## src/hw/rtl/dqm_pkg.sv

```systemverilog
// Shared types and constants for the dual quaternion to matrix pipeline.
`timescale 1ns / 1ps

package dqm_pkg;

  // Quotient bits produced by each divider lane (covers the Q11.8 range).
  localparam int QW = 20;
  // Divisor width: the squared norm reaches 2^32.
  localparam int DW = 33;
  // Dividend width: a 33-bit magnitude shifted left by up to 15.
  localparam int NW = 48;
  // Width of signed sums of products.
  localparam int SW = 35;
  // Register stages inside one divider lane: range check plus one per quotient bit.
  localparam int LANE_ST = QW + 1;
  // Rotation lanes first, then translation lanes.
  localparam int ROT_LANES = 9;
  localparam int LANES = 12;
  // Number of products formed in the first stage.
  localparam int NPROD = 22;

  localparam int ROT_SHIFT = 14;
  localparam int TR_SHIFT = 15;

  localparam logic [DW-1:0] NORM_THRESHOLD = DW'(268);
  localparam logic [15:0] ROT_ONE = 16'd16384;
  localparam logic [QW:0] TR_POS_LIM = (QW+1)'(524287);
  localparam logic [QW:0] TR_NEG_LIM = (QW+1)'(524288);

  typedef struct packed {
    logic signed [15:0] real_w;
    logic signed [15:0] real_x;
    logic signed [15:0] real_y;
    logic signed [15:0] real_z;
    logic signed [15:0] dual_w;
    logic signed [15:0] dual_x;
    logic signed [15:0] dual_y;
    logic signed [15:0] dual_z;
  } dqm_in_t;

  typedef struct packed {
    logic signed [15:0] rot_c0_x;
    logic signed [15:0] rot_c0_y;
    logic signed [15:0] rot_c0_z;
    logic signed [15:0] rot_c1_x;
    logic signed [15:0] rot_c1_y;
    logic signed [15:0] rot_c1_z;
    logic signed [15:0] rot_c2_x;
    logic signed [15:0] rot_c2_y;
    logic signed [15:0] rot_c2_z;
    logic signed [19:0] trans_x;
    logic signed [19:0] trans_y;
    logic signed [19:0] trans_z;
  } dqm_out_t;

  // Result of one divider lane, before rounding and saturation.
  typedef struct packed {
    logic          neg;
    logic          ovf;
    logic          rnd;
    logic [QW-1:0] quo;
  } dqm_quo_t;

endpackage

```

## src/hw/rtl/dqm_lane.sv

```systemverilog
// Pipelined restoring divider lane: one quotient bit per register stage.
`timescale 1ns / 1ps

module dqm_lane (
  input  logic                           clk_i,
  input  logic [dqm_pkg::LANE_ST-1:0]    en_i,
  input  logic [dqm_pkg::NW-1:0]         dvd_i,
  input  logic [dqm_pkg::DW-1:0]         dvs_i,
  input  logic                           neg_i,
  output dqm_pkg::dqm_quo_t              quo_o
);
  import dqm_pkg::*;

  logic [DW-1:0] rem_q [LANE_ST];
  logic [QW-1:0] low_q [LANE_ST];
  logic [QW-1:0] quo_q [LANE_ST];
  logic [DW-1:0] dvs_q [LANE_ST];
  logic          neg_q [LANE_ST];
  logic          ovf_q [LANE_ST];

  logic [DW-1:0] hi_ext;
  logic          ovf_d;

  // Quotient above QW bits means saturation; otherwise the top part is the first remainder.
  assign hi_ext = {{(DW-(NW-QW)){1'b0}}, dvd_i[NW-1:QW]};
  assign ovf_d  = (hi_ext >= dvs_i);

  always_ff @(posedge clk_i) begin
    if (en_i[0]) begin
      rem_q[0] <= ovf_d ? '0 : hi_ext;
      low_q[0] <= dvd_i[QW-1:0];
      quo_q[0] <= '0;
      dvs_q[0] <= dvs_i;
      neg_q[0] <= neg_i;
      ovf_q[0] <= ovf_d;
    end
  end

  for (genvar j = 1; j < LANE_ST; j++) begin : g_step
    localparam int B = QW - j;
    logic [DW:0]   trial;
    logic [DW:0]   diff;
    logic          ge;

    assign trial = {rem_q[j-1], low_q[j-1][B]};
    assign diff  = trial - {1'b0, dvs_q[j-1]};
    assign ge    = (trial >= {1'b0, dvs_q[j-1]});

    always_ff @(posedge clk_i) begin
      if (en_i[j]) begin
        rem_q[j] <= ge ? diff[DW-1:0] : trial[DW-1:0];
        low_q[j] <= low_q[j-1];
        quo_q[j] <= quo_q[j-1] | (ge ? (QW'(1) << B) : '0);
        dvs_q[j] <= dvs_q[j-1];
        neg_q[j] <= neg_q[j-1];
        ovf_q[j] <= ovf_q[j-1];
      end
    end
  end

  // Round half away from zero: bump when twice the remainder reaches the divisor.
  assign quo_o.neg = neg_q[LANE_ST-1];
  assign quo_o.ovf = ovf_q[LANE_ST-1];
  assign quo_o.rnd = ({rem_q[LANE_ST-1], 1'b0} >= {1'b0, dvs_q[LANE_ST-1]});
  assign quo_o.quo = quo_q[LANE_ST-1];

endmodule

```

## config.mk

```make
export PLATFORM = sky130hd
export DESIGN_NAME = dqm_lane
export DESIGN_NICKNAME = d
export VERILOG_FILES = /design/src/hw/rtl/dqm_pkg.sv /design/src/hw/rtl/dqm_lane.sv
export SDC_FILE = /design/constraint.sdc
export NUM_CORES = 2
export LEC_CHECK = 0
export ABC_AREA = 0
export BUFFER_PORTS_ARGS = -buffer_cell sky130_fd_sc_hd__buf_4
export CAP_MARGIN = 0
export CORE_AREA = 5 5 424 426
export DETAILED_ROUTE_END_ITERATION = 6
export DIE_AREA = 0 0 429 431
export PLACE_DENSITY = 0.82
export SLEW_MARGIN = 20
export SYNTH_ARGS = -nofsm -noshare
export SYNTH_HDL_FRONTEND = slang
export SYNTH_SLANG_ARGS = --single-unit
```

## constraint.sdc

```tcl
create_clock -name clk_i -period 3.85 [get_ports clk_i]
set_clock_uncertainty 0.2 [all_clocks]
set_input_delay 0.77 -clock clk_i [delete_from_list [all_inputs] [get_ports clk_i]]
set_output_delay 0.77 -clock clk_i [all_outputs]
set_load 0.05 [all_outputs]
```

==> run summary <==
* 193 — CTS buffer count
* output pin — nature of the critical path endpoint
* sky130_fd_sc_hd__edfxtp_1, sky130_fd_sc_hd__inv_1, sky130_fd_sc_hd__ha_1 — commonest cells after routing, fill and taps aside
* 5624 — violation count after the first detailed-routing iteration
* 154 — std cell rows
* 126 — count of buffers inserted at the top-level ports
* 178000 um — HPWL reported at the end of detailed placement
* in -> reg — class of the most critical hold timing path
* 21.0 um — average routed wire per standard cell
* 1843 — number of register bits inferred by synthesis
* 65481 — number of global-route vias before repair
* 6 — antenna violations before repair
* 99300 sq um — Mapped Area
* 55.7% — portion of the post-synthesis area used by sequential elements
* 0.942 — routability-driven placement congestion ratio
* 0 — Final Hold Violating Endpoints
* reg -> out — type of the setup path with the least slack
* 65.3% — final cell utilization of the core
* 1843 — CTS sink count
* 115000 sq um — total non-filler cell area in the finished layout
* 0% — Async SR Flop Fraction
* 13.7% — Compound-Gate Fraction of Synth Area
* inv_1 -> ha_1 -> nor2b_1 -> o21a_1 -> o21a_1 -> o21a_1 -> o21a_1 -> o2111ai_2 -> o2111ai_4 -> a31oi_4 -> o31a_1 -> o31ai_2 -> buf_6 — ordered cell list for the critical path
* yes — clock tree from TritonCTS
* compound AO/OA/AOI/OAI gates — cell class contributing the biggest share of worst-path delay
* 14.6% — share of post-route cells with drive strength above 1
* 0 — final max-slew violation count
* 1843 — Post-synth EDFFs
* 1 — largest driver fanout on the critical path
* 55.7% — area share of the largest cell type after synthesis
* 15.3% — Layout Area Growth over Synthesis
* 9873 — number of nets in the layout
* 0.86 ns — worst skew pair latency
* sky130_fd_sc_hd__edfxtp_1 — Most used DFF post-synth
* 3.77% — mux contribution to synthesized area
* 3 — clock buffer depth
* 2 — buffers plus inverters on the worst setup path
* 117 — final number of setup-violating endpoints
* sky130_fd_sc_hd__clkbuf_16 — master cell of the clock root buffer
* -0.16 ns — Register-to-Register Setup Slack
* 0 — synthesis warning total
* 11.7 sq um — Post-Syn Area per Cell
* 9.42% — adder-cell share of the synthesized area
* 127 — Boundary Pins
* 4.42 ns — time the worst path needs with I/O delays and setup
* 46.9 nW — Static Leak
* compound AO/OA/AOI/OAI gates — dominant combinational cell family by area after synthesis
* 0.226 GHz — Fmax
* 366000 um — global-route wire length before repair
* 0 — total grt overflow
* 3.45 ns — crit path DAT
* 9313 — Mapped Nets
* 56.6% — effective utilization at floorplan
* register — CP startpoint kind
* 6 — total iterations of the first detailed-routing run
* 55300 sq um — Seq. cell area
* 2.88 ns — Req. time, crit path
* 25.0% — total routing resource utilization after global routing
* 242000 um — Post-Route WL
* 89 — largest net degree at the start of global routing
* 5.86 — post-detailed-route via-to-cell ratio
* 28.0% — worst slew margin relative to its limit
* sky130_fd_sc_hd__o21a_1 — most used cell along the critical path
* 0.36 ns — slowest stage delay, CP
* 67522 — vias after detailed routing
* 40800 sq um — footprint of the multi-input gates
* 4.98% — Post-Synth XOR/XNOR Area
* 4 — htree depth
* 115% — final worst path period share
* 8473 — gate count after technology mapping
* 175000 sq um — area of the placeable core
* 0 — count of maximum capacitance violations
* 8.09% — post-synthesis simple-gate area fraction
* 822 nW/um^2 — power density relative to cell area
* -0.572 ns — final worst setup slack
* sky130_fd_sc_hd__edfxtp_1 — library cell contributing the largest single delay on the critical path
* 0 — remaining number of nets flagged by the antenna check after routing
* 11006 — Cell Count Post-Placement
* 0.432 mV — worst ir drop on vdd
* 91 — number of distinct library cells after synthesis
* complete, but fails checks — result of the run
* 12854 — FILL cells
* sky130_fd_sc_hd__edfxtp_1 — most common cell after layout, fill and taps aside
* 11530 — post-layout instance count excluding filler cells
* sky130_fd_sc_hd__edfxtp_1 — leading area contributor after synthesis
* setup timing — failing checks
* 0 — Post-route DRC
* 1.08 ns — Tightest Pin Transition
* 0.07 ns — post-CTS clock slew at the launch and capture registers of the worst setup and hold paths
* 431 um — vertical die dimension
* sky130_fd_sc_hd__edfxtp_1, sky130_fd_sc_hd__ha_1, sky130_fd_sc_hd__inv_1, sky130_fd_sc_hd__a21oi_1, sky130_fd_sc_hd__xnor2_1 — biggest area contributors in the synthesized netlist
* 429 um — Die W
* 185000 sq um — die outline area
* 105000 sq um — Post-DP Area
* yes — RSZ-0062 raised after global routing
==> cells by family (layout without fill, tap and decap cells) <==
logic type	count (synthesis)	count (layout)
adder cells (fa/ha/maj)	736	736
XOR/XNOR	565	565
multiplexers	335	335
buffers and inverters	1099	1815
AO/OA/AOI/OAI	2170	2170
flip-flops	1843	1843
other	0	1
AND/OR/NAND/NOR	1725	1725
==> sequential cells by signal, indices dropped and copies added, names as in the netlist <==
name	flops
dvs_q	693
low_q	210
neg_q	21
ovf_q	21
quo_q	210
rem_q	688
==> metrics by stage <==
| stage | TNS [ns] | worst slack [ns] | power, mW | hold WS (ns) |
|---|---|---|---|---|
| finish | -9.12 | -0.572 | 94.1 | 0.0343 |
| global route | -30.12 | -0.780 | 99.8 | 0.0231 |
| CTS | -4.99 | -0.649 | 91.4 | 0.00322 |
| global placement | -6.68 | -0.238 | 70.4 | 0.201 |
| floorplan | 0 | 0.00888 | 59.5 | 0.200 |
| detailed placement | -12.81 | -0.312 | 71.3 | 0.205 |
==> cell type report <==
class                      count  share of cell area, %
tap                         2340                   2.56
timing repair buffer         569                   4.99
multi-input combinational   5531                   35.6
antenna                        1                0.00219
clock buffer                 226                   4.46
inverter                     895                   2.94
sequential                  1843                   48.3
clock inverter               125                   1.08
==> synthesized netlist by cell type (30+ instances only) <==
| master | instances |
|---|---|
| sky130_fd_sc_hd__a211oi_1 | 71 |
| sky130_fd_sc_hd__a21o_1 | 308 |
| sky130_fd_sc_hd__a21oi_1 | 641 |
| sky130_fd_sc_hd__a31oi_1 | 65 |
| sky130_fd_sc_hd__and3_1 | 48 |
| sky130_fd_sc_hd__buf_2 | 30 |
| sky130_fd_sc_hd__clkbuf_1 | 122 |
| sky130_fd_sc_hd__edfxtp_1 | 1843 |
| sky130_fd_sc_hd__ha_1 | 716 |
| sky130_fd_sc_hd__inv_1 | 892 |
| sky130_fd_sc_hd__mux2_1 | 47 |
| sky130_fd_sc_hd__mux2_2 | 265 |
| sky130_fd_sc_hd__nand2_1 | 637 |
| sky130_fd_sc_hd__nand2b_1 | 74 |
| sky130_fd_sc_hd__nand3_1 | 123 |
| sky130_fd_sc_hd__nand4_1 | 98 |
| sky130_fd_sc_hd__nor2_1 | 406 |
| sky130_fd_sc_hd__nor2b_1 | 109 |
| sky130_fd_sc_hd__nor3_1 | 82 |
| sky130_fd_sc_hd__o21a_1 | 83 |
| sky130_fd_sc_hd__o21ai_0 | 563 |
| sky130_fd_sc_hd__o21bai_1 | 109 |
| sky130_fd_sc_hd__o31ai_1 | 42 |
| sky130_fd_sc_hd__xnor2_1 | 352 |
| sky130_fd_sc_hd__xor2_1 | 213 |
==> repair_timing <==
item | CTS | global route
setup endpoints to repair | 244 | 571
setup buffers | 18 | 50
gates resized for setup | 94 | 304
hold buffers | 75 | 0
pin swaps | 36 | 115
cloned | 6 | 28
endpoints found under the hold margin | 75 | 0
==> worst reg2reg max path: stages (launching register included) <==
cell                        delay, ns
sky130_fd_sc_hd__edfxtp_1        0.38
sky130_fd_sc_hd__inv_2           0.09
sky130_fd_sc_hd__ha_4            0.14
sky130_fd_sc_hd__inv_4           0.03
sky130_fd_sc_hd__fa_2            0.39
sky130_fd_sc_hd__a211oi_2        0.28
sky130_fd_sc_hd__nor2_2          0.08
sky130_fd_sc_hd__o2111ai_2       0.29
sky130_fd_sc_hd__a31oi_2         0.16
sky130_fd_sc_hd__o211ai_2        0.22
sky130_fd_sc_hd__a31oi_2         0.14
sky130_fd_sc_hd__a311oi_2        0.31
sky130_fd_sc_hd__o21ai_1         0.13
sky130_fd_sc_hd__a211o_4         0.43
sky130_fd_sc_hd__buf_12          0.18
sky130_fd_sc_hd__mux2_4          0.29
==> metal layers <==
layer | track usage, % | routed length [um] | vias to the layer above
li1 | - | - | 32187
met1 | 32.7 | 100000 | 32627
met2 | 43.2 | 119000 | 2214
met3 | 3.42 | 13900 | 494
met4 | 8.98 | 9200 | 0
met5 | 0 | 0 | -
==> worst paths after layout <==
kind	start	cells after the start	endpoint
min reg2reg	low_q[1][52]	0	low_q[1][72]
max reg2reg	low_q[0][38]	15	rem_q[2][21]
min	dvd_i[35]	2	rem_q[0][15]
max	dvs_q[2][133]	13	quo_o[20]
==> power breakdown <==
group / total (mW) / switching [mW] / internal [mW]
clock network: 18.7 / 7.87 / 10.8
registers: 32.2 / 3.33 / 28.9
logic: 43.2 / 23.1 / 20.2
total: 94.1 / 34.3 / 59.9
Note: power is estimated with default switching activity, not from simulation.
